## src/rtl/color_gradient_lookup_assert.svh

```systemverilog
// assertion macros for the colour gradient lookup
// used by the top level only, no other dependencies
`ifndef COLOR_GRADIENT_LOOKUP_ASSERT_SVH
`define COLOR_GRADIENT_LOOKUP_ASSERT_SVH

// same-cycle implication under synchronous reset
`define CGL_ASSERT_IMPL(lbl, clk, rst_n, ante, cons) \
    lbl: assert property (@(posedge clk) disable iff (!(rst_n)) (ante) |-> (cons)) \
        else $error("colour gradient lookup check failed");

// implication after a fixed number of cycles
`define CGL_ASSERT_DELAY(lbl, clk, rst_n, ante, dly, cons) \
    lbl: assert property (@(posedge clk) disable iff (!(rst_n)) (ante) |-> ##dly (cons)) \
        else $error("colour gradient lookup latency check failed");

`endif

```

## src/rtl/cgl_pkg.sv

```systemverilog
// shared types, constants and helper functions of the colour gradient lookup
// no dependencies
`default_nettype none

package cgl_pkg;

    localparam int MAX_POINTS         = 6;
    localparam int CNT_W              = 3;
    localparam int CFG_IDX_W          = 3;
    localparam int CFG_DATA_W         = 64;
    localparam int CHAN_W             = 16;
    localparam int OUT_W              = 8;
    localparam int NUM_CH             = 3;
    localparam int DIV_STAGES         = 4;
    localparam int DIV_BITS_PER_STAGE = CHAN_W / DIV_STAGES;
    localparam int CGL_LATENCY        = DIV_STAGES + 5;
    localparam int COUNT_RESET        = 5;
    localparam int SCALE_MUL          = 255;

    localparam logic [CFG_IDX_W-1:0] CFG_IDX_COUNT  = 3'd0;
    localparam logic [CFG_IDX_W-1:0] CFG_IDX_POINT0 = 3'd1;

    localparam int CH_RED   = 0;
    localparam int CH_GREEN = 1;
    localparam int CH_BLUE  = 2;

    typedef logic [CHAN_W-1:0] t_chan;
    typedef t_chan [NUM_CH-1:0] t_rgb;

    typedef struct packed {
        t_chan pos;
        t_chan red;
        t_chan green;
        t_chan blue;
    } t_point;

    typedef struct packed {
        logic              valid;
        t_rgb              cur;
        logic [NUM_CH-1:0] neg;
        t_chan             den;
        t_rgb              rem;
        t_rgb              lo;
        t_rgb              quo;
    } t_div_bus;

    typedef struct packed {
        logic  qbit;
        t_chan rem;
    } t_step;

    function automatic t_point point_reset(input int idx);
        t_point p;
        unique case (idx)
            0:       p = 64'h0000_0000_0000_FFFF;
            1:       p = 64'h4000_0000_FFFF_FFFF;
            2:       p = 64'h8000_0000_FFFF_0000;
            3:       p = 64'hBFFF_FFFF_FFFF_0000;
            4:       p = 64'hFFFF_FFFF_0000_0000;
            default: p = '0;
        endcase
        return p;
    endfunction

    // one restoring division step
    function automatic t_step div_step(input t_chan rem, input logic din, input t_chan den);
        logic [CHAN_W:0] t;
        t_step           s;
        t = {rem, din};
        if (t >= {1'b0, den}) begin
            s.qbit = 1'b1;
            s.rem  = CHAN_W'(t - {1'b0, den});
        end else begin
            s.qbit = 1'b0;
            s.rem  = t[CHAN_W-1:0];
        end
        return s;
    endfunction

    // floor(c * 255 / 65535) as ((c + 1) * 255) >> 16
    function automatic logic [OUT_W-1:0] to8(input t_chan c);
        logic [CHAN_W+OUT_W:0] sc;
        sc = (CHAN_W+OUT_W+1)'({1'b0, c} + (CHAN_W+1)'(1)) * (CHAN_W+OUT_W+1)'(SCALE_MUL);
        return sc[CHAN_W+OUT_W-1:CHAN_W];
    endfunction

endpackage

`default_nettype wire

```

## src/rtl/cgl_cfg.sv

```systemverilog
// configuration registers: point count and gradient points
// depends on cgl_pkg
`default_nettype none

module cgl_cfg (
    input  logic                                     i_clk,
    input  logic                                     i_rst_n,
    input  logic                                     i_cfg_we,
    input  logic [cgl_pkg::CFG_IDX_W-1:0]            i_cfg_index,
    input  logic [cgl_pkg::CFG_DATA_W-1:0]           i_cfg_wdata,
    output logic [cgl_pkg::CNT_W-1:0]                o_count,
    output cgl_pkg::t_point [cgl_pkg::MAX_POINTS-1:0] o_points
);
    import cgl_pkg::*;

    logic [CNT_W-1:0]           r_count, n_count;
    t_point [MAX_POINTS-1:0]    r_points, n_points;

    always_comb begin
        n_count  = r_count;
        n_points = r_points;
        if (i_cfg_we) begin
            if (i_cfg_index == CFG_IDX_COUNT) begin
                n_count = i_cfg_wdata[CNT_W-1:0];
            end
            for (int i = 0; i < MAX_POINTS; i++) begin
                if (i_cfg_index == CFG_IDX_W'(int'(CFG_IDX_POINT0) + i)) begin
                    n_points[i] = i_cfg_wdata;
                end
            end
        end
    end

    always_ff @(posedge i_clk) begin
        if (!i_rst_n) begin
            r_count <= CNT_W'(COUNT_RESET);
            for (int i = 0; i < MAX_POINTS; i++) begin
                r_points[i] <= point_reset(i);
            end
        end else begin
            r_count  <= n_count;
            r_points <= n_points;
        end
    end

    assign o_count  = r_count;
    assign o_points = r_points;

endmodule

`default_nettype wire

```

## config.mk

```make
export PLATFORM = sky130hd
export DESIGN_NAME = cgl_cfg
export DESIGN_NICKNAME = d
export VERILOG_FILES = /design/src/rtl/color_gradient_lookup_assert.svh /design/src/rtl/cgl_pkg.sv /design/src/rtl/cgl_cfg.sv
export SDC_FILE = /design/constraint.sdc
export NUM_CORES = 1
export LEC_CHECK = 0
export BUFFER_PORTS_ARGS = -buffer_cell sky130_fd_sc_hd__buf_2
export CAP_MARGIN = 30
export CELL_PAD_IN_SITES_DETAIL_PLACEMENT = 1
export CELL_PAD_IN_SITES_GLOBAL_PLACEMENT = 2
export CORE_ASPECT_RATIO = 0.8
export CORE_MARGIN = 2
export CORE_UTILIZATION = 34
export DETAILED_ROUTE_END_ITERATION = 16
export PLACE_DENSITY_LB_ADDON = 0.08
export SLEW_MARGIN = 25
export SYNTH_ARGS = -nofsm -noshare
export SYNTH_HDL_FRONTEND = slang
export SYNTH_SLANG_ARGS = --single-unit
export TNS_END_PERCENT = 20
```

## constraint.sdc

```tcl
create_clock -name i_clk -period 2.61 [get_ports i_clk]
set_input_delay 0.261 -clock i_clk [delete_from_list [all_inputs] [get_ports i_clk]]
set_output_delay 0.261 -clock i_clk [all_outputs]
set_load 0.05 [all_outputs]
```

==> impl_metrics.csv <==
group,metric,value,unit
outcome,status,"finished, final reports clean",
timing,period_share,0.561,
layout,finalNetCount,1919,
timing,final-setup-viol-count,0,
placement,port_buffers,456,
global_route,grt.total_usage,0.212,
global_route,grt_max_degree,69,
setup_path,cp.arrival,1.20,ns
synth,netlist_instances,1401,
drt,routed_via_density,4.65,
timing,tightest_slew,0.808,ns
run,maxCapViolCount,0,
timing,slew-limit-headroom,0.462,
setup_path,path_cells,"buf_2",
power_and_ir_drop,peakVddDrop,0.000430,V
clocking,cts_hold_buf,20,
floorplan,design.portCount,457,
drt,drt-initial-drc-count,356,
drt,drt-wirelength-per-cell,20.2,um
synth,ys_types,15,
setup_path,path_max_fanout,2,
clocking,cts_sinks,387,
clocking,numCtsBuffers,43,
clocking,path_clk_slew,0.06,ns
global_route,grt_pass1_wl,73.5,mm
setup_path,rrSetupSlack,1.92,ns
global_route,antenna_found_initial,4,
placement,hpwl,35.2,mm
timing,finalHoldViolCount,0,
min_path,hold_depth,3,
synth,synth_nets,1471,
setup_path,cp.depth,1,
clocking,cts_buffer_depth,3,
synth,syn_area_per_cell,10.6,um^2
layout,area_growth,29.7,%
power_and_ir_drop,power,0.0136,W
power_and_ir_drop,p_per_area,710,mW/mm^2
floorplan,placementRows,68,
layout,drive_above_1_share,0.293,
layout,layout_common_cells,"buf_2 (455), mux2i_1 (387), dfxtp_1 (387)",
floorplan,die_w,237,um
synth,yosysSeqAreaShare,0.523,
drt,finalWirelength,49.3,mm
synth,yosysTopAreaCell,"dfxtp_1",
floorplan,coreArea,0.0431,mm^2
global_route,grt_pass1_vias,11800,
drt,drt-pass1-iter-count,4,
synth,synth.cell_area,0.0148,mm^2
min_path,hp-class,"in -> reg",
timing,min_period,1.46,ns
floorplan,dieArea,0.0453,mm^2
layout,final_core_util,0.446,
floorplan,die_h,191,um
timing,max_freq,683,MHz
layout,layout_commonest_cell,"buf_2",
setup_path,endpoint_kind,"output pin",
power_and_ir_drop,cellLeakagePower,9.34,nW
setup_path,reg2regPathDepth,2,
timing,maxSlewViolCount,0,
clocking,cts.repair.resized,0,
setup_path,max_stage_delay,0.38,ns
placement,place.gp.congestion,0.782,
global_route,grt_overflow,0,
drt,num_vias,11300,
setup_path,crit_type,"reg -> out",
synth,synth_top_cell_area_share,0.523,
clocking,clockRootBuffer,"clkbuf_16",
setup_path,cp_slowest_cell,"dfxtp_1",
setup_path,path_delay_family,"flip-flops",
timing,finalSetupTns,0,ns
timing,rsz0062_at_grt,"no",
synth,yosysWarnings,0,
floorplan,initial_core_util,0.344,
clocking,postCtsSetupRepairBufs,0,
setup_path,cp.buffers_inverters,1,
drt,final_antenna_net_count,0,
clocking,cts_tree,"built",
clocking,clk_latency,0.54,ns
clocking,htree_levels,2,
synth,synthTopCellsByArea,"dfxtp_1 (52%), mux2i_1 (26%), nor2b_1 (8.9%), nand2_1 (7.7%), buf_4 (1.3%)",
drt,remaining_drc_errors,0,
timing,skew,0,ns
setup_path,setup.worst_path.start_class,"register",
synth,synth-seq-cells,387,
setup_path,critical_path_required,2.35,ns
flip-flops by register name, indices dropped and copies added (netlist names):
name / count
o_points: 384
o_count: 3
metal layers:
metal / share of wire / vias up / track usage
li1: - / 5485 / -
met1: 0.42 / 5509 / 0.257
met2: 0.47 / 277 / 0.358
met3: 0.079 / 74 / 0.0728
met4: 0.025 / 2 / 0.0583
met5: 0.00026 / - / 0
where the power goes:
group	switching, W	internal [W]
sequential	0.0000664	0.00604
combinational	0.000950	0.000380
clock	0.00242	0.00379
total	0.00343	0.0102
synth_stat cells, drive strengths merged:
master	number
dfxtp	387
mux2i	387
nand2	304
nor2b	211
buf	68
clkbuf	34
and4bb	3
nand4b	3
nand4bb	2
and4b	1
or4b	1
final timing paths:
check	from	end
setup reg to reg	o_points[234]	o_points[234]
hold reg to reg	o_points[27]	o_points[27]
setup / recovery	o_points[61]	o_points[61]
hold / removal	i_cfg_wdata[52]	o_points[308]
cell families (layout without fill, tap and decap cells):
group	after synthesis	count (layout)	synth area share
buffers and inverters	102	580	0.0421
muxes	387	387	0.262
and+or+nand+nor	525	525	0.173
other	0	3	0
DFF	387	387	0.523
per-stage QoR:
| step | cell area [um^2] | setup slack [ns] | std cells | hold WS (ns) |
|---|---|---|---|---|
| 3_5_place_dp | 17600 | 0.851 | 2344 | 0.445 |
| 4_1_cts | 19200 | 1.12 | 2439 | 0.000209 |
| 2_1_floorplan | 14800 | 1.41 | 1401 | 0.431 |
| 3_3_place_gp | 17600 | 0.857 | 2344 | 0.439 |
| 6_report | 19200 | 1.15 | 2442 | 0.0290 |
| 5_1_grt | 19200 | 1.10 | 2440 | 0.0123 |
layout make-up:
class	instances	area (um^2)
clock buffer	72	1350
timing repair buffer	505	2840
clock inverter	3	90.1
multi-input combinational	912	6480
fill	4956	23800
tap	560	701
sequential	387	7750
antenna	3	7.51
Note: power is estimated with default switching activity, not from simulation.
