--- src/rtl/color_gradient_lookup_assert.svh ---
// assertion macros for the colour gradient lookup
// used by the top level only, no other dependencies
`ifndef COLOR_GRADIENT_LOOKUP_ASSERT_SVH
`define COLOR_GRADIENT_LOOKUP_ASSERT_SVH

// same-cycle implication under synchronous reset
`define CGL_ASSERT_IMPL(lbl, clk, rst_n, ante, cons) \
    lbl: assert property (@(posedge clk) disable iff (!(rst_n)) (ante) |-> (cons)) \
        else $error("colour gradient lookup check failed");

// implication after a fixed number of cycles
`define CGL_ASSERT_DELAY(lbl, clk, rst_n, ante, dly, cons) \
    lbl: assert property (@(posedge clk) disable iff (!(rst_n)) (ante) |-> ##dly (cons)) \
        else $error("colour gradient lookup latency check failed");

`endif

--- src/rtl/cgl_pkg.sv ---
// shared types, constants and helper functions of the colour gradient lookup
// no dependencies
`default_nettype none

package cgl_pkg;

    localparam int MAX_POINTS         = 6;
    localparam int CNT_W              = 3;
    localparam int CFG_IDX_W          = 3;
    localparam int CFG_DATA_W         = 64;
    localparam int CHAN_W             = 16;
    localparam int OUT_W              = 8;
    localparam int NUM_CH             = 3;
    localparam int DIV_STAGES         = 4;
    localparam int DIV_BITS_PER_STAGE = CHAN_W / DIV_STAGES;
    localparam int CGL_LATENCY        = DIV_STAGES + 5;
    localparam int COUNT_RESET        = 5;
    localparam int SCALE_MUL          = 255;

    localparam logic [CFG_IDX_W-1:0] CFG_IDX_COUNT  = 3'd0;
    localparam logic [CFG_IDX_W-1:0] CFG_IDX_POINT0 = 3'd1;

    localparam int CH_RED   = 0;
    localparam int CH_GREEN = 1;
    localparam int CH_BLUE  = 2;

    typedef logic [CHAN_W-1:0] t_chan;
    typedef t_chan [NUM_CH-1:0] t_rgb;

    typedef struct packed {
        t_chan pos;
        t_chan red;
        t_chan green;
        t_chan blue;
    } t_point;

    typedef struct packed {
        logic              valid;
        t_rgb              cur;
        logic [NUM_CH-1:0] neg;
        t_chan             den;
        t_rgb              rem;
        t_rgb              lo;
        t_rgb              quo;
    } t_div_bus;

    typedef struct packed {
        logic  qbit;
        t_chan rem;
    } t_step;

    function automatic t_point point_reset(input int idx);
        t_point p;
        unique case (idx)
            0:       p = 64'h0000_0000_0000_FFFF;
            1:       p = 64'h4000_0000_FFFF_FFFF;
            2:       p = 64'h8000_0000_FFFF_0000;
            3:       p = 64'hBFFF_FFFF_FFFF_0000;
            4:       p = 64'hFFFF_FFFF_0000_0000;
            default: p = '0;
        endcase
        return p;
    endfunction

    // one restoring division step
    function automatic t_step div_step(input t_chan rem, input logic din, input t_chan den);
        logic [CHAN_W:0] t;
        t_step           s;
        t = {rem, din};
        if (t >= {1'b0, den}) begin
            s.qbit = 1'b1;
            s.rem  = CHAN_W'(t - {1'b0, den});
        end else begin
            s.qbit = 1'b0;
            s.rem  = t[CHAN_W-1:0];
        end
        return s;
    endfunction

    // floor(c * 255 / 65535) as ((c + 1) * 255) >> 16
    function automatic logic [OUT_W-1:0] to8(input t_chan c);
        logic [CHAN_W+OUT_W:0] sc;
        sc = (CHAN_W+OUT_W+1)'({1'b0, c} + (CHAN_W+1)'(1)) * (CHAN_W+OUT_W+1)'(SCALE_MUL);
        return sc[CHAN_W+OUT_W-1:CHAN_W];
    endfunction

endpackage

`default_nettype wire

--- src/rtl/cgl_seg.sv ---
// segment search, operand preparation and product stages
// depends on cgl_pkg
`default_nettype none

module cgl_seg (
    input  logic                                     i_clk,
    input  logic                                     i_rst_n,
    input  logic                                     i_valid,
    input  logic [cgl_pkg::CHAN_W-1:0]               i_position,
    input  logic [cgl_pkg::CNT_W-1:0]                i_count,
    input  cgl_pkg::t_point [cgl_pkg::MAX_POINTS-1:0] i_points,
    output cgl_pkg::t_div_bus                        o_div
);
    import cgl_pkg::*;

    // stage 1: find segment
    logic [CNT_W-1:0]      n_cnt;
    logic [MAX_POINTS-1:0] lt, first, last, cur_oh, prev_oh;
    logic                  found;
    t_point                n_s1_cur, n_s1_prev;

    logic   r_s1_valid;
    logic   r_s1_interp;
    t_chan  r_s1_x;
    t_point r_s1_cur, r_s1_prev;

    always_comb begin : p_search
        logic seen;
        n_cnt = (i_count > CNT_W'(MAX_POINTS)) ? CNT_W'(MAX_POINTS) : i_count;
        seen  = 1'b0;
        for (int i = 0; i < MAX_POINTS; i++) begin
            lt[i]    = (CNT_W'(i) < n_cnt) && (i_position < i_points[i].pos);
            first[i] = lt[i] & ~seen;
            seen     = seen | lt[i];
            last[i]  = (n_cnt == CNT_W'(i + 1));
        end
        found  = seen;
        cur_oh = found ? first : last;
        for (int i = 0; i < MAX_POINTS - 1; i++) begin
            prev_oh[i] = first[i+1];
        end
        prev_oh[MAX_POINTS-1] = 1'b0;
        n_s1_cur  = '0;
        n_s1_prev = '0;
        for (int i = 0; i < MAX_POINTS; i++) begin
            n_s1_cur  = n_s1_cur  | ({$bits(t_point){cur_oh[i]}}  & i_points[i]);
            n_s1_prev = n_s1_prev | ({$bits(t_point){prev_oh[i]}} & i_points[i]);
        end
    end

    always_ff @(posedge i_clk) begin
        if (!i_rst_n) begin
            r_s1_valid <= 1'b0;
        end else begin
            r_s1_valid  <= i_valid;
            r_s1_interp <= found & ~first[0];
            r_s1_x      <= i_position;
            r_s1_cur    <= n_s1_cur;
            r_s1_prev   <= n_s1_prev;
        end
    end

    // stage 2: differences
    t_rgb              cur_rgb, prev_rgb, n_s2_mag;
    logic [NUM_CH-1:0] n_s2_neg;

    logic              r_s2_valid;
    t_rgb              r_s2_cur, r_s2_mag;
    logic [NUM_CH-1:0] r_s2_neg;
    t_chan             r_s2_num, r_s2_den;

    always_comb begin
        cur_rgb[CH_RED]    = r_s1_cur.red;
        cur_rgb[CH_GREEN]  = r_s1_cur.green;
        cur_rgb[CH_BLUE]   = r_s1_cur.blue;
        prev_rgb[CH_RED]   = r_s1_prev.red;
        prev_rgb[CH_GREEN] = r_s1_prev.green;
        prev_rgb[CH_BLUE]  = r_s1_prev.blue;
        for (int c = 0; c < NUM_CH; c++) begin
            n_s2_neg[c] = prev_rgb[c] < cur_rgb[c];
            if (!r_s1_interp) begin
                n_s2_mag[c] = '0;
            end else if (n_s2_neg[c]) begin
                n_s2_mag[c] = cur_rgb[c] - prev_rgb[c];
            end else begin
                n_s2_mag[c] = prev_rgb[c] - cur_rgb[c];
            end
        end
    end

    always_ff @(posedge i_clk) begin
        if (!i_rst_n) begin
            r_s2_valid <= 1'b0;
        end else begin
            r_s2_valid <= r_s1_valid;
            r_s2_cur   <= cur_rgb;
            r_s2_mag   <= n_s2_mag;
            r_s2_neg   <= n_s2_neg;
            r_s2_num   <= r_s1_cur.pos - r_s1_x;
            r_s2_den   <= r_s1_interp ? (r_s1_cur.pos - r_s1_prev.pos) : CHAN_W'(1);
        end
    end

    // stage 3: products
    t_div_bus                  n_s3;
    logic [2*CHAN_W-1:0]       prod [NUM_CH];
    t_div_bus                  r_s3;

    always_comb begin
        n_s3.valid = r_s2_valid;
        n_s3.cur   = r_s2_cur;
        n_s3.neg   = r_s2_neg;
        n_s3.den   = r_s2_den;
        for (int c = 0; c < NUM_CH; c++) begin
            prod[c]       = (2*CHAN_W)'(r_s2_mag[c]) * (2*CHAN_W)'(r_s2_num);
            n_s3.rem[c]   = prod[c][2*CHAN_W-1:CHAN_W];
            n_s3.lo[c]    = prod[c][CHAN_W-1:0];
            n_s3.quo[c]   = '0;
        end
    end

    always_ff @(posedge i_clk) begin
        if (!i_rst_n) begin
            r_s3.valid <= 1'b0;
        end else begin
            r_s3 <= n_s3;
        end
    end

    assign o_div = r_s3;

endmodule

`default_nettype wire

--- config.mk ---
export PLATFORM = sky130hd
export DESIGN_NAME = cgl_seg
export DESIGN_NICKNAME = d
export VERILOG_FILES = /design/src/rtl/color_gradient_lookup_assert.svh /design/src/rtl/cgl_pkg.sv /design/src/rtl/cgl_seg.sv
export SDC_FILE = /design/constraint.sdc
export NUM_CORES = 2
export LEC_CHECK = 0
export ABC_AREA = 0
export BUFFER_PORTS_ARGS = -buffer_cell sky130_fd_sc_hd__buf_2
export CAP_MARGIN = 30
export CORE_MARGIN = 5
export CORE_UTILIZATION = 30
export DETAILED_ROUTE_END_ITERATION = 7
export PLACE_DENSITY = 0.52
export SLEW_MARGIN = 40
export SYNTH_ARGS = -nofsm -noshare
export SYNTH_HDL_FRONTEND = slang
export SYNTH_SLANG_ARGS = --single-unit
export TNS_END_PERCENT = 100
--- constraint.sdc ---
create_clock -name i_clk -period 6.6 [get_ports i_clk]
set_input_delay 1.32 -clock i_clk [delete_from_list [all_inputs] [get_ports i_clk]]
set_output_delay 1.32 -clock i_clk [all_outputs]
set_load 0.02 [all_outputs]
==> results summary <==
The number of distinct library cells after synthesis is 80. Before antenna repair, the detailed router went through 8 iterations. The clock root buffer is sky130_fd_sc_hd__clkbuf_16. The initial detailed-routing violation count is 3,098. The count of synthesis-stage warnings from yosys is 0. The via-per-instance ratio came out at 4.939.

The final RePlAce weighted congestion came out at 0.8780. The top-level port count came out at 618. The mean cell area of the mapped netlist came out at 9.632 sq um. The worst register-to-register path ends at o_div[109]. The worst setup slack after placement came out at 0.07780 ns. The clock input transition at the sequential cells of the worst setup and hold paths is 0.06 ns. The main combinational cell family by area after synthesis is adder cells. The count of state elements after synthesis came out at 442. The later-pin clock latency in the skew report came out at 0.67 ns. The number of hold-slack violations in the final timing report came out at 0. During placement, the flow inserted port buffers numbering 569.

The maximum clock frequency is 0.1550 GHz. The overall track demand over capacity in global routing is 18.10%. In this run the worst hold path is classified as reg2reg. In this run the most critical hold path is launched from n_s3[163]. The number of cell instances on the worst register-to-register path came out at 24.

The worst setup path is of the reg2reg kind. In the final timing run, aggregate negative setup slack is 0 ns. The detail route stage leaves a number of antenna-violating nets equal to 0. Counting every instance in the synthesized netlist gives 5,334. The routed wirelength normalized by instance count is 20.29 microns. The fraction of synthesis flops using an asynchronous set or reset pin came out at 0%.

The synthesized-area fraction occupied by ao, oa, aoi and oai cells is 11.42%. The run finished, with violations left. Sorting the synthesized cells by area gives the leading types as sky130_fd_sc_hd__edfxtp_1 (26%), sky130_fd_sc_hd__fa_1 (23%), sky130_fd_sc_hd__ha_1 (13%). The number of buffers inserted during clock tree synthesis came out at 57. The final worst clock skew came out at around 0.030 ns.

Summing all placed instances gives a cell area of slightly below 60,000 sq um. The estimated wirelength of the detail-placed design came out at 133,300 microns. In this run the critical register-to-register path is launched from r_s2_mag[5]. The largest fanout on the critical path came out at 3. The critical path launch point type is a flop. The core box area came out at 169,800 sq um. Clock tree synthesis found a total of 442 sinks. The wire length reported by the detailed router is 166,700 microns.

For the pin with the worst max-slew slack, the measured transition is 0.9135 ns. The layout overhead on the synthesized area came out at 17.65%. The final number of max-transition violations is 0. The simple logic cell fraction of the synthesized area is between 10 and 15%. The synthesized netlist occupies a cell area of 51,380 sq um.

The setup slack of the critical path after layout is 0.1466 ns. The final layout contains 7,460 nets. The final setup violation count came out at 0.

STA classifies the critical path endpoint as a flop. The worst-case hold slack is 0.4058 ns. The adder and majority gate portion of the synthesized area came out at 35.77%. TritonCTS built the clock tree.

The headroom to the max-slew limit came out at 39.10%. Among all flip-flop cells after synthesis, the most frequent one is sky130_fd_sc_hd__edfxtp_1. Once the floorplan was initialized, standard cells occupied a little under a third of the core.

The checks that failed: design-rule violations. Sequential elements use 25.77% of the synthesized area. The post-route standard cell area excluding fillers came out at about 60,000 sq um. Entering global routing, the biggest net connects 151 pins. The number of antenna violations at the first check in global routing came to 28. After detailed routing, the number of remaining DRC violations is 23. The path with the worst hold slack has its endpoint at o_div[163]. The total number of vias is 40,580. Setup repair after global routing could not meet its margin everywhere.

The area share of the largest cell type after synthesis came out at 25.66%. STA puts the critical path data arrival time at around 7 ns. Of the cells placed in the final design, the portion with a size suffix greater than 1 is 16.46%.

By instance count, the leading cell after synthesis is sky130_fd_sc_hd__inv_1. The area of the die came out at 179,600 sq um. The share of the clock period used by the worst path is 97.78%. The maximum level of the CTS H-tree is 2. For the worst setup path, the data required time is 7.00 ns. The wire length of the first global-routing pass is 253,200 microns. Across the run, the number of max-cap violations was 0. The number of global-route vias before repair is ~42,000. The clock passes through at most 3 buffers. The number of placement rows came out at 151.

The synthesized netlist devotes 2.165% of its cell area to XOR and XNOR gates. The overall die height came out at 423.8 microns. Setup slack on the worst reg-to-reg path comes out at 0.15 ns. Yosys mapped a number of flops with a built-in enable equal to 439. The worst hold path passes through 0 cells.

Subtracting the final worst setup slack from the clock period gives ~6.5 ns. After synthesis, the most frequently instantiated cells are sky130_fd_sc_hd__inv_1 (982), sky130_fd_sc_hd__nand2_1 (687), sky130_fd_sc_hd__fa_1 (590). The die width came out at 423.8 microns. The multiplexer share of the synthesized area is less than 1%. The residual overflow from global routing came out at 0. The cell type with the highest aggregate area in the netlist is sky130_fd_sc_hd__edfxtp_1.
repair_timing:
| item | 4_1_cts | 5_1_grt |
|---|---|---|
| hold buffers | 0 | 0 |
| gates resized for setup | 0 | 99 |
| setup endpoints to repair | 0 | 22 |
| buffers inserted | 0 | 36 |
logic make-up after synthesis:
family          count (synthesis)
mux                            34
buf+inv                      1269
xor+xnor                      127
simple gates                 1535
compound gates                811
fa+ha+maj                    1115
other cells                     1
flops                         442
layer usage:
layer	share of wire (%)	up-vias	routed length (microns)	global-route usage, %
met3	5.5	279	9240	2.786
met2	48	1277	80070	30.87
met4	4.3	6	7224	6.550
met5	0.025	-	42	0
met1	42	20180	70110	23.30
li1	-	18850	-	-
through the flow:
step,std cells,util (%)
floorplan,5381,-
global placement,8055,33.93
detailed placement,8057,33.96
CTS,8161,35.06
global route,8212,35.58
finish,8217,35.59
layout by cell type, fill, tap and decap left out, types with 106 or more instances in the layout:
cell type and n:
sky130_fd_sc_hd__nand3_1 106, sky130_fd_sc_hd__nand2_1 683, sky130_fd_sc_hd__o21ai_0 147, sky130_fd_sc_hd__ha_1 513, sky130_fd_sc_hd__a21oi_1 132, sky130_fd_sc_hd__inv_1 971
sky130_fd_sc_hd__nor2_1 150, sky130_fd_sc_hd__edfxtp_1 439, sky130_fd_sc_hd__and2_1 362, sky130_fd_sc_hd__buf_4 158, sky130_fd_sc_hd__buf_2 568, sky130_fd_sc_hd__a222oi_1 128
sky130_fd_sc_hd__fa_1 575
critical path, cell delays in order (launching register included):
cell	delay, ns
sky130_fd_sc_hd__edfxtp_1	0.58
sky130_fd_sc_hd__nand2_2	0.14
sky130_fd_sc_hd__fa_1	0.53
sky130_fd_sc_hd__inv_1	0.06
sky130_fd_sc_hd__fa_1	0.52
sky130_fd_sc_hd__inv_2	0.04
sky130_fd_sc_hd__fa_1	0.52
sky130_fd_sc_hd__inv_1	0.05
sky130_fd_sc_hd__fa_1	0.45
sky130_fd_sc_hd__fa_1	0.49
sky130_fd_sc_hd__inv_1	0.05
sky130_fd_sc_hd__fa_1	0.49
sky130_fd_sc_hd__inv_2	0.05
sky130_fd_sc_hd__ha_4	0.22
sky130_fd_sc_hd__a2111oi_4	0.35
sky130_fd_sc_hd__o21ai_1	0.12
sky130_fd_sc_hd__o21ai_1	0.12
sky130_fd_sc_hd__o31ai_2	0.12
sky130_fd_sc_hd__o311ai_2	0.39
sky130_fd_sc_hd__buf_4	0.20
sky130_fd_sc_hd__a31oi_4	0.08
sky130_fd_sc_hd__o41ai_2	0.31
sky130_fd_sc_hd__buf_4	0.18
sky130_fd_sc_hd__buf_4	0.11
sky130_fd_sc_hd__xnor2_1	0.06
worst max-delay path by stage:
stage / start / cells after the start / end
floorplan: r_s2_num[1] / 20 / o_div[143]
global placement: r_s2_mag[39] / 20 / o_div[143]
detailed placement: r_s2_mag[39] / 20 / o_div[143]
CTS: r_s2_mag[39] / 20 / o_div[143]
global route: r_s2_mag[5] / 24 / o_div[111]
finish: r_s2_mag[5] / 24 / o_div[109]
area by class of cell:
type / instances / area, sq um
fillers: 17380 / 109400
multi-input cells: 3670 / 33700
flip-flops and latches: 442 / 13240
repair buffers: 785 / 5136
inverters: 983 / 3690
well taps: 2218 / 2775
clock buffers: 71 / 1529
clock inverters: 33 / 336.6
diodes: 15 / 37.54
sequential cells by signal, summed over array words and instances (netlist names):
signal and count:
r_s1_x 16, r_s1_prev 16, r_s2_mag 48, n_s3 48
r_s2_neg 3, r_s1_valid 1, cur_rgb 48, r_s1_interp 1
r_s2_valid 1, r_s2_num 16, r_s1_cur 16, prev_rgb 48
o_div 164, r_s2_den 16
Power is not shown: default switching activity piles up to over one toggle a cycle in this logic, so the estimate is an artifact.
