File: config.mk
export PLATFORM = sky130hd
export DESIGN_NAME = cgl_div
export DESIGN_NICKNAME = d
export VERILOG_FILES = /design/src/rtl/color_gradient_lookup_assert.svh /design/src/rtl/cgl_pkg.sv /design/src/rtl/cgl_div.sv
export SDC_FILE = /design/constraint.sdc
export NUM_CORES = 1
export LEC_CHECK = 0
export BUFFER_PORTS_ARGS = -buffer_cell sky130_fd_sc_hd__buf_4
export CAP_MARGIN = 5
export CORE_MARGIN = 5
export CORE_UTILIZATION = 25
export CTS_CLUSTER_SIZE = 8
export DETAILED_ROUTE_END_ITERATION = 7
export HOLD_SLACK_MARGIN = 0.03
export SLEW_MARGIN = 20
export SYNTH_ARGS = -nofsm -noshare
export SYNTH_HDL_FRONTEND = slang
export SYNTH_SLANG_ARGS = --single-unit
File: constraint.sdc
create_clock -name i_clk -period 15.25 [get_ports i_clk]
set_input_delay 0.7625 -clock i_clk [delete_from_list [all_inputs] [get_ports i_clk]]
set_output_delay 0.7625 -clock i_clk [all_outputs]
set_load 0.1 [all_outputs]
File: src/rtl/color_gradient_lookup_assert.svh
// assertion macros for the colour gradient lookup
// used by the top level only, no other dependencies
`ifndef COLOR_GRADIENT_LOOKUP_ASSERT_SVH
`define COLOR_GRADIENT_LOOKUP_ASSERT_SVH

// same-cycle implication under synchronous reset
`define CGL_ASSERT_IMPL(lbl, clk, rst_n, ante, cons) \
    lbl: assert property (@(posedge clk) disable iff (!(rst_n)) (ante) |-> (cons)) \
        else $error("colour gradient lookup check failed");

// implication after a fixed number of cycles
`define CGL_ASSERT_DELAY(lbl, clk, rst_n, ante, dly, cons) \
    lbl: assert property (@(posedge clk) disable iff (!(rst_n)) (ante) |-> ##dly (cons)) \
        else $error("colour gradient lookup latency check failed");

`endif

File: src/rtl/cgl_pkg.sv
// shared types, constants and helper functions of the colour gradient lookup
// no dependencies
`default_nettype none

package cgl_pkg;

    localparam int MAX_POINTS         = 6;
    localparam int CNT_W              = 3;
    localparam int CFG_IDX_W          = 3;
    localparam int CFG_DATA_W         = 64;
    localparam int CHAN_W             = 16;
    localparam int OUT_W              = 8;
    localparam int NUM_CH             = 3;
    localparam int DIV_STAGES         = 4;
    localparam int DIV_BITS_PER_STAGE = CHAN_W / DIV_STAGES;
    localparam int CGL_LATENCY        = DIV_STAGES + 5;
    localparam int COUNT_RESET        = 5;
    localparam int SCALE_MUL          = 255;

    localparam logic [CFG_IDX_W-1:0] CFG_IDX_COUNT  = 3'd0;
    localparam logic [CFG_IDX_W-1:0] CFG_IDX_POINT0 = 3'd1;

    localparam int CH_RED   = 0;
    localparam int CH_GREEN = 1;
    localparam int CH_BLUE  = 2;

    typedef logic [CHAN_W-1:0] t_chan;
    typedef t_chan [NUM_CH-1:0] t_rgb;

    typedef struct packed {
        t_chan pos;
        t_chan red;
        t_chan green;
        t_chan blue;
    } t_point;

    typedef struct packed {
        logic              valid;
        t_rgb              cur;
        logic [NUM_CH-1:0] neg;
        t_chan             den;
        t_rgb              rem;
        t_rgb              lo;
        t_rgb              quo;
    } t_div_bus;

    typedef struct packed {
        logic  qbit;
        t_chan rem;
    } t_step;

    function automatic t_point point_reset(input int idx);
        t_point p;
        unique case (idx)
            0:       p = 64'h0000_0000_0000_FFFF;
            1:       p = 64'h4000_0000_FFFF_FFFF;
            2:       p = 64'h8000_0000_FFFF_0000;
            3:       p = 64'hBFFF_FFFF_FFFF_0000;
            4:       p = 64'hFFFF_FFFF_0000_0000;
            default: p = '0;
        endcase
        return p;
    endfunction

    // one restoring division step
    function automatic t_step div_step(input t_chan rem, input logic din, input t_chan den);
        logic [CHAN_W:0] t;
        t_step           s;
        t = {rem, din};
        if (t >= {1'b0, den}) begin
            s.qbit = 1'b1;
            s.rem  = CHAN_W'(t - {1'b0, den});
        end else begin
            s.qbit = 1'b0;
            s.rem  = t[CHAN_W-1:0];
        end
        return s;
    endfunction

    // floor(c * 255 / 65535) as ((c + 1) * 255) >> 16
    function automatic logic [OUT_W-1:0] to8(input t_chan c);
        logic [CHAN_W+OUT_W:0] sc;
        sc = (CHAN_W+OUT_W+1)'({1'b0, c} + (CHAN_W+1)'(1)) * (CHAN_W+OUT_W+1)'(SCALE_MUL);
        return sc[CHAN_W+OUT_W-1:CHAN_W];
    endfunction

endpackage

`default_nettype wire

File: src/rtl/cgl_div.sv
// one stage of the pipelined restoring divider, several quotient bits per stage
// depends on cgl_pkg
`default_nettype none

module cgl_div (
    input  logic              i_clk,
    input  logic              i_rst_n,
    input  cgl_pkg::t_div_bus i_div,
    output cgl_pkg::t_div_bus o_div
);
    import cgl_pkg::*;

    t_div_bus n_div, r_div;

    always_comb begin : p_step
        t_step s;
        n_div = i_div;
        for (int c = 0; c < NUM_CH; c++) begin
            for (int b = 0; b < DIV_BITS_PER_STAGE; b++) begin
                s             = div_step(n_div.rem[c], n_div.lo[c][CHAN_W-1], n_div.den);
                n_div.rem[c]  = s.rem;
                n_div.lo[c]   = {n_div.lo[c][CHAN_W-2:0], 1'b0};
                n_div.quo[c]  = {n_div.quo[c][CHAN_W-2:0], s.qbit};
            end
        end
    end

    always_ff @(posedge i_clk) begin
        if (!i_rst_n) begin
            r_div.valid <= 1'b0;
        end else begin
            r_div <= n_div;
        end
    end

    assign o_div = r_div;

endmodule

`default_nettype wire

==> metrics.md, run 1 <==
| Metric | Value |
|---|---|
| GRT Total Usage | 0.152 |
| # DRC | 0 |
| Worst Path Required | 15470 ps |
| Max stage delay on crit path | 640 ps |
| Fin. Hold Viols | 0 |
| Core Area | 68500 um^2 |
| Largest register FFs | 200 |
| DR vias | 15.2k |
| Fillers | 7011 |
| Dpl cell area | 21300 um^2 |
| Critical Path Source Type | input port |
| Setup bufs post-CTS | 0 |
| Setup CP Type | input port to flop |
| Synthesized area | 17200 um^2 |
| Largest net degree at the start of global routing | 91 |
| Final min period | 12560 ps |
| Hold Path Class | input port to flop |
| Global-route wire length before repair | 87700 um |
| RSZ-0062 raised after global routing | false |
| Ys async rst share | 0 |
| Clk pin slew, worst setup/hold paths | 100 ps |
| Critical path arrival | 12780 ps |
| Critical Path End Type | flop |
| EDFF count, synth | 199 |
| Register area | 6000 um^2 |
| Vias in the first global route | 14.9k |
| Final setup viols | 0 |
| Router iterations before antenna repair | 7 |
| # IOs | 426 |
| HPWL Detailed | 47400 um |
| Gates resized, CTS repair | 0 |
| Mapped Cells | 1708 |
| Slowest CP cell | o21ai_0 |
| Post-route clock period utilization | 0.823 |
| Status | completed |
| Maximum VDD drop | 0.183 mV |
| Hold Worst Slack | 436 ps |
| Total gr overflow | 0 |
| Depth of the CTS H-tree | 4 |
| Final #Nets | 2543 |
| Initial Util | 0.251 |
| Die Height | 272 um |
| Routed vias/inst | 5.02 |
| GPL Wtd Cong | 0.875 |
| Die X-Extent | 272 um |
| DR WL/cell | 19.7 um |
| Worst-path fanout max | 17 |
| Ys Warns | 0 |
| Hold buffers post-CTS | 0 |
| Yosys top cell area share | 0.347 |
| Max_cap viols | 0 |
| Post-synth top cells | edfxtp_1 (199), ha_1 (192), nor2_1 (136) |
| TritonCTS Sinks | 200 |
| Final wirelength | 59700 um |
| CTS buffer count | 17 |
| Most common cell in the netlist | edfxtp_1 |
| Root Buffer | clkbuf_16 |
| Port Buffers | 401 |
| Multi-input gate area | 10700 um^2 |
| Ys flop type | edfxtp_1 |
| Layout cell share with drive strength beyond 1 | 0.284 |
| #FFs+latches synth | 200 |
| Remaining antenna violation count | 0 |
| Cell variety after synth | 81 |
| CTS tree | done |
| Most area-hungry cell type in the Yosys netlist | edfxtp_1 |
| Average cell area after synthesis | 10.1 um^2 |
| Die ar. | 74200 um^2 |
| Core Util, Final | 0.320 |
| FP Rows | 96 |
| Antenna violations before repair | 3 |
| Fin area | 21900 um^2 |
| Worst-Margin Slew | 1030 ps |
| Seq/Total Area, Yosys | 0.348 |
| Bufs on Longest Clock Path | 2 |
| Relative slew slack | 0.311 |
| Area grow syn2layout | 27.5% |
| Setup_tns | 0 ps |
| Largest cells by area after synthesis | edfxtp_1 (35%), ha_1 (14%), mux2_2 (7.5%) |
| Slew Viols, Final | 0 |
| First DRT Iteration DRCs | 819 |
| Cell leakage power | 9.33 nW |
| Pwr dens | 254 nW/um^2 |
| Max Fclk | 79.6 MHz |
[final cells by class]
class / count / share of cell area
flip-flops and latches: 200 / 0.273
clock buffers: 18 / 0.0196
diodes: 2 / 0.000228
repair buffers: 423 / 0.145
well taps: 882 / 0.0503
multi-input cells: 1396 / 0.489
inverters: 87 / 0.0149
clock inverters: 14 / 0.00781
[layer usage]
layer / routed length, um / share of wire / GRT usage
met4: 1780 / 0.030 / 0.0567
met3: 3850 / 0.065 / 0.0356
met5: 27 / 0.00045 / 0
met2: 28800 / 0.48 / 0.262
met1: 25200 / 0.42 / 0.185
[worst max-delay path, delay by kind of cell]
family	cells	cell delay, ps
AO/OA/AOI/OAI	19	5580
AND/OR/NAND/NOR	11	2890
adder cells (fa/ha/maj)	4	1400
buffers and inverters	6	1290
multiplexers	2	810
[metrics by stage]
step                      power [mW]  setup slack, ps  instances
after floorplan                 4.20             4250       1719
after global placement          5.01             2480       2988
after detailed placement        5.06             2380       2988
after CTS                       5.60             2880       3020
after global routing            5.95             1800       3020
final                           5.57             2690       3022
[cell usage in the layout, fill, tap and decap left out, drive strengths merged, types with 5 or more instances in the layout]
cell | netlist | final
nand3 | 19 | 19
and2 | 6 | 6
o211ai | 15 | 15
xnor2 | 91 | 91
o31a | 13 | 13
or3 | 13 | 13
fa | 12 | 12
xor2 | 37 | 37
conb | 1 | 12
o21bai | 16 | 16
clkbuf | 12 | 19
a21o | 50 | 50
o31ai | 17 | 17
a21oi | 118 | 118
buf | 24 | 422
mux2i | 22 | 22
edfxtp | 199 | 199
nor2 | 137 | 137
a21boi | 10 | 10
ha | 192 | 192
nand4 | 28 | 28
nand2 | 97 | 97
a31o | 5 | 5
nor3 | 43 | 43
nor4 | 11 | 11
a2111oi | 5 | 5
or2 | 6 | 6
inv | 86 | 98
a211o | 7 | 7
o41ai | 5 | 5
a31oi | 15 | 15
nor2b | 30 | 30
mux2 | 124 | 124
a211oi | 17 | 17
o21a | 47 | 47
and3 | 15 | 15
o21ai | 95 | 95
nand2b | 14 | 14
[kinds of logic (layout without fill, tap and decap cells)]
group / Yosys count / count (layout) / share of synthesized area
other: 1 / 14 / 0.000218
AND/OR/NAND/NOR: 440 / 440 / 0.125
adder cells (fa/ha/maj): 204 / 204 / 0.154
flip-flops: 200 / 200 / 0.348
XOR/XNOR: 128 / 128 / 0.0651
multiplexers: 146 / 146 / 0.0959
buffers and inverters: 123 / 542 / 0.0309
AO/OA/AOI/OAI: 466 / 466 / 0.181
[power breakdown]
group	internal [mW]	switching, mW	leakage (nW)
clock network	0.226	0.258	0.291
logic	1.66	2.53	7.08
registers	0.849	0.0453	1.96
total	2.74	2.83	9.33
[worst paths after layout]
| check | start | endpoint | cells past startpoint |
|---|---|---|---|
| worst min-delay path | i_div[184] | o_div[184]$_DFFE_PP_ | 1 |
| worst max-delay path | i_div[154] | o_div[120]$_DFFE_PP_ | 42 |
Note: power is estimated with default switching activity, not from simulation.
==> inputs of run 2 (changes only) <==
Clock period 15.25 ns to 11.26 ns, I/O delays scaled along.
==> run 2 against run 1 <==
Final area grew 5.9%. Sequential share of layout area shrank 1.5 points. Die area is the same. Non-clock buffer count grew 155. Utilization grew 1.9 points. Worst setup slack lost 1800 ps. Combinational power grew 50%. First-iteration DRC count grew 8.2%. Sequential power grew 35%. Via count grew 3.1%. Wire length grew 4.0%. Worst hold slack lost 210 ps. Largest power group unchanged.
==> metrics.md, run 2 (same netlist as run 1, synthesis figures left out) <==
| Metric | Value |
|---|---|
| Final #Nets | 2698 (+6.1%) |
| Cell leakage power | 10.1 nW (+8.6%) |
| Core Area | 68500 um^2 (unchanged) |
| Worst-Margin Slew | 913 ps (-121 ps) |
| Relative slew slack | 0.391 (+0.0798) |
| Status | completed |
| Fin. Hold Viols | 0 (unchanged) |
| Final wirelength | 62000 um (+4.0%) |
| Die ar. | 74200 um^2 (unchanged) |
| GRT Total Usage | 0.159 (+0.00671) |
| Setup_tns | 0 ps (unchanged) |
| Root Buffer | clkbuf_16 |
| GPL Wtd Cong | 0.874 (-0.15%) |
| # DRC | 0 (unchanged) |
| Remaining antenna violation count | 0 (unchanged) |
| Max Fclk | 96.0 MHz |
| Area grow syn2layout | 35.0% |
| Final setup viols | 0 (unchanged) |
| Critical Path End Type | flop |
| Pwr dens | 353 nW/um^2 (+39%) |
| # IOs | 426 (unchanged) |
| Gates resized, CTS repair | 0 (unchanged) |
| Final min period | 10410 ps |
| Post-route clock period utilization | 0.925 |
| Worst-path fanout max | 17 (unchanged) |
| Bufs on Longest Clock Path | 2 (unchanged) |
| Hold path depth | 1 (unchanged) |
| DR WL/cell | 19.5 um (-1.1%) |
| Setup ws final | 847 ps (-1840 ps) |
| First DRT Iteration DRCs | 886 (+8.2%) |
| Slowest CP cell | o41ai_1 |
| Antenna violations before repair | 4 (+1) |
| CTS tree | done |
| Layout cell share with drive strength beyond 1 | 0.333 (+0.0488) |
| Initial Util | 0.251 (unchanged) |
| Pre-CTS setup slack | 549 ps (-1830 ps) |
| FP Rows | 96 (unchanged) |
| Clk pin slew, worst setup/hold paths | 100 ps (about the same) |
| CTS buffer count | 17 (unchanged) |
| Max stage delay on crit path | 470 ps (-170 ps) |
| Die X-Extent | 272 um (unchanged) |
| Largest net degree at the start of global routing | 91 (unchanged) |
| TritonCTS Sinks | 200 (unchanged) |
| Hold Path Class | input port to flop |
| Die Height | 272 um (unchanged) |
| Worst Path Required | 11480 ps (-3990 ps) |
| Most frequent cells in the layout | buf_4 (571), edfxtp_1 (199), ha_1 (192) |
| Routed vias/inst | 4.93 (-1.9%) |
| Hold buffers post-CTS | 0 (unchanged) |
| Depth of the CTS H-tree | 4 (unchanged) |
| Setup CP Type | input port to flop |
| Router iterations before antenna repair | 7 (unchanged) |
| Max_cap viols | 0 (unchanged) |
| Setup bufs post-CTS | 0 (unchanged) |
| DR vias | 15.6k (+3.1%) |
| Critical path arrival | 10640 ps (-2140 ps) |
| Slew Viols, Final | 0 (unchanged) |
| Global-route wire length before repair | 91900 um (+4.8%) |
| Hold Worst Slack | 229 ps (-207 ps) |
| Fillers | 6944 (-0.96%) |
| Vias in the first global route | 15.6k (+5.1%) |
| HPWL Detailed | 50300 um (+6.0%) |
| Total gr overflow | 0 (unchanged) |
| Maximum VDD drop | 0.419 mV (+130%) |
| RSZ-0062 raised after global routing | false |
| Total power | 8.21 mW (+47%) |
| Most common library cell in the layout ignoring fill and taps | buf_4 |
| Port Buffers | 401 (unchanged) |
| Critical Path Source Type | input port |
| Largest register FFs | 200 (unchanged) |
==> run 2: where the power goes <==
part | leakage (nW) | total (mW) | internal, mW | switching, mW
registers | 1.96 | 1.21 | 1.15 | 0.0625
clock network | 0.320 | 0.706 | 0.320 | 0.387
logic | 7.86 | 6.29 | 2.73 | 3.56
==> run 2: per-layer routing <==
| metal | share of wire | routed length, um | GRT usage |
|---|---|---|---|
| met2 | 0.48 | 30000 | 0.277 |
| met4 | 0.027 | 1650 | 0.0486 |
| met5 | 0.00034 | 21 | 0 |
| met1 | 0.43 | 26800 | 0.198 |
| met3 | 0.057 | 3530 | 0.0322 |
==> run 2: worst paths after layout <==
kind | slack [ps] | end | from
setup / recovery | 850 | o_div[134]$_DFFE_PP_ | i_div[145]
hold / removal | 230 | o_div[184]$_DFFE_PP_ | i_div[184]
==> run 2: cell type report <==
class,instances,area (um^2),share of cell area
Clock buffer,17,425,0.0183
Sequential cell,200,6000,0.258
Tap cell,882,1100,0.0475
Clock inverter,15,236,0.0102
Antenna cell,2,5.00,0.000215
Timing Repair Buffer,578,4420,0.190
Inverter,87,327,0.0141
Multi-Input combinational cell,1396,10700,0.462
==> run 2: through the flow <==
stage,std cells,util,cell area (um^2)
finish,3177,0.339,23200
global route,3176,0.339,23200
CTS,3175,0.339,23200
global placement,3143,0.330,22600
floorplan,1719,-,17300
detailed placement,3143,0.330,22600
==> run 2: worst max-delay path: cells and delay by family <==
family	cells	cell delay, ps
AOI/OAI and AO/OA	19	4540
and+or+nand+nor	9	1480
muxes	4	1430
buffers and inverters	8	1370
adders and majority gates	4	1240
==> inputs of run 3 (changes only) <==
--- a/config.mk
+++ b/config.mk
@@ -6,5 +6,4 @@
 export NUM_CORES = 1
 export LEC_CHECK = 0
-export BUFFER_PORTS_ARGS = -buffer_cell sky130_fd_sc_hd__buf_4
 export CAP_MARGIN = 5
 export CORE_MARGIN = 5
@@ -12,4 +11,5 @@
 export CTS_CLUSTER_SIZE = 8
 export DETAILED_ROUTE_END_ITERATION = 7
+export DONT_BUFFER_PORTS = 1
 export HOLD_SLACK_MARGIN = 0.03
 export SLEW_MARGIN = 20
==> constraint.sdc (replaced) <==
create_clock -name i_clk -period 11.26 [get_ports i_clk]
set_input_delay 0.563 -clock i_clk [delete_from_list [all_inputs] [get_ports i_clk]]
set_output_delay 0.563 -clock i_clk [all_outputs]
set_load 0.05 [all_outputs]
==> run 3 against run 2 <==
Wire length fell by 6.1%. Maximum frequency barely moved. Sequential power rose by 48%. Clock power is 7.6% lower. Critical path depth did not move. Largest power group unchanged.
==> metrics.md, run 3 (same netlist as run 1, synthesis figures left out) <==
| Metric | Value |
|---|---|
| Remaining antenna violation count | 0 (unchanged) |
| Core Area | 68500 um^2 (unchanged) |
| Total power | 7.08 mW (-14%) |
| Final min period | 10420 ps (+5.13 ps) |
| Die ar. | 74200 um^2 (unchanged) |
| Slew Viols, Final | 0 (unchanged) |
| GRT Total Usage | 0.150 (-0.00872) |
| Pre-CTS setup slack | 500 ps (-49.2 ps) |
| Maximum VDD drop | 0.189 mV (-55%) |
| Fillers | 7036 (+1.3%) |
| Largest register FFs | 200 (unchanged) |
| Critical path arrival | 10630 ps (about the same) |
| RSZ-0062 raised after global routing | false |
| Status | completed |
| Setup CP Type | input port to flop |
| Critical Path Source Type | input port |
| Fin. Hold Viols | 0 (unchanged) |
| Setup_tns | 0 ps (unchanged) |
| Initial Util | 0.251 (unchanged) |
| Final setup viols | 0 (unchanged) |
| Die X-Extent | 272 um (unchanged) |
| # IOs | 426 (unchanged) |
| First DRT Iteration DRCs | 993 (+12%) |
| Multi-input gate area | 10700 um^2 (unchanged) |
| Hold buffers post-CTS | 0 (unchanged) |
| Final wirelength | 58300 um (-6.1%) |
| Worst-Margin Slew | 671 ps (-241 ps) |
| FP Rows | 96 (unchanged) |
| CP most frequent cell | o21ai_0 |
| Antenna violations before repair | 5 (+1) |
| Hold path depth | 0 (-1) |
| Max stage delay on crit path | 520 ps (+50 ps) |
| Dpl cell area | 19000 um^2 (-16%) |
| DR WL/cell | 21.5 um (+10%) |
| Register area | 6000 um^2 (unchanged) |
| GPL Wtd Cong | 0.894 (+2.3%) |
| Max_cap viols | 0 (unchanged) |
| Slowest CP cell | a2111oi_0 |
| Setup ws final | 842 ps (-5.13 ps) |
| CTS tree | done |
| Worst-path fanout max | 17 (unchanged) |
| Most common library cell in the layout ignoring fill and taps | edfxtp_1 |
| HPWL Detailed | 46900 um (-6.7%) |
| Global-route wire length before repair | 84900 um (-7.6%) |
| Largest net degree at the start of global routing | 201 (+120%) |
| Fin area | 19700 um^2 (-15%) |
| Setup bufs post-CTS | 0 (unchanged) |
| Area grow syn2layout | 14.2% |
| Critical Path End Type | flop |
| DR vias | 13.9k (-11%) |
| Dpl cells | 2674 (-15%) |
| CTS buffer count | 17 (unchanged) |
| Clk pin slew, worst setup/hold paths | 90 ps (about the same) |
| Worst Hold Endpoint | o_div[151]$_DFFE_PP_ |
| Worst Path Required | 11480 ps (about the same) |
| Layout cell share with drive strength beyond 1 | 0.162 (-0.171) |
| Cell leakage power | 7.85 nW (-23%) |
| Root Buffer | clkbuf_16 |
| Total gr overflow | 0 (unchanged) |
| Die Height | 272 um (unchanged) |
| Vias in the first global route | 13.7k (-12%) |
| Pwr dens | 360 nW/um^2 (+1.9%) |
| Relative slew slack | 0.552 (+0.161) |
| HP Start | i_div[151] |
| Port Buffers | 0 (-100%) |
| Hold Path Class | input port to flop |
| Bufs on Longest Clock Path | 2 (unchanged) |
| Max Fclk | 96.0 MHz (about the same) |
| Routed vias/inst | 5.12 (+4.0%) |
| Router iterations before antenna repair | 7 (unchanged) |
| Gates resized, CTS repair | 0 (unchanged) |
| Final Instance Count excl. Fillers | 2710 (-15%) |
| Post-route clock period utilization | 0.925 (about the same) |
| Most frequent cells in the layout | edfxtp_1 (199), ha_1 (192), nor2_1 (136) |
| # DRC | 0 (unchanged) |
| Final #Nets | 2229 (-17%) |
| TritonCTS Sinks | 200 (unchanged) |
| Depth of the CTS H-tree | 4 (unchanged) |
[run 3: cell count changes in the layout (fill, tap and decap cells not counted), sizes merged]
cell	before	now
inv	96	95
buf	577	109
clkinv	6	7
clkbuf	18	17
diode	2	4
[run 3: through the flow]
| stage | hold WS (ps) | utilization |
|---|---|---|
| global route | 113 | 0.287 |
| global placement | 662 | 0.278 |
| detailed placement | 662 | 0.278 |
| CTS | 108 | 0.287 |
| finish | 164 | 0.287 |
| floorplan | 662 | - |
[run 3: metal layers]
layer	track usage	up-vias	part of all wire
li1	-	6663	-
met1	0.174	6648	0.40
met2	0.263	487	0.49
met3	0.0441	85	0.074
met4	0.0554	2	0.031
met5	0	-	0.00022
[run 3: worst max-delay path by stage]
stage | depth (start not counted) | start | end
after detailed placement | 43 | i_div[145] | o_div[102]$_DFFE_PP_
final | 44 | i_div[145] | o_div[102]$_DFFE_PP_
after global placement | 43 | i_div[150] | o_div[140]$_DFFE_PP_
after CTS | 43 | i_div[145] | o_div[102]$_DFFE_PP_
after floorplan | 46 | i_div[145] | o_div[120]$_DFFE_PP_
after global routing | 44 | i_div[145] | o_div[102]$_DFFE_PP_
[run 3: area by class of cell]
class | instances | share of cell area
flip-flops and latches | 200 | 0.305
clock buffers | 17 | 0.0216
clock inverters | 15 | 0.0101
multi-input cells | 1396 | 0.546
inverters | 87 | 0.0166
repair buffers | 109 | 0.0442
well taps | 882 | 0.0561
diodes | 4 | 0.000509
[run 3: where the power goes]
part	total, mW	switching (mW)	internal, mW
logic	4.64	2.32	2.31
registers	1.79	0.624	1.16
clock network	0.652	0.344	0.308
total	7.08	3.29	3.78
[run 3: critical path, delay by kind of cell]
kind	cells	cell delay, ps
compound gates	21	5210
simple gates	10	1640
fa+ha+maj	4	1280
buf+inv	6	1070
mux	3	840
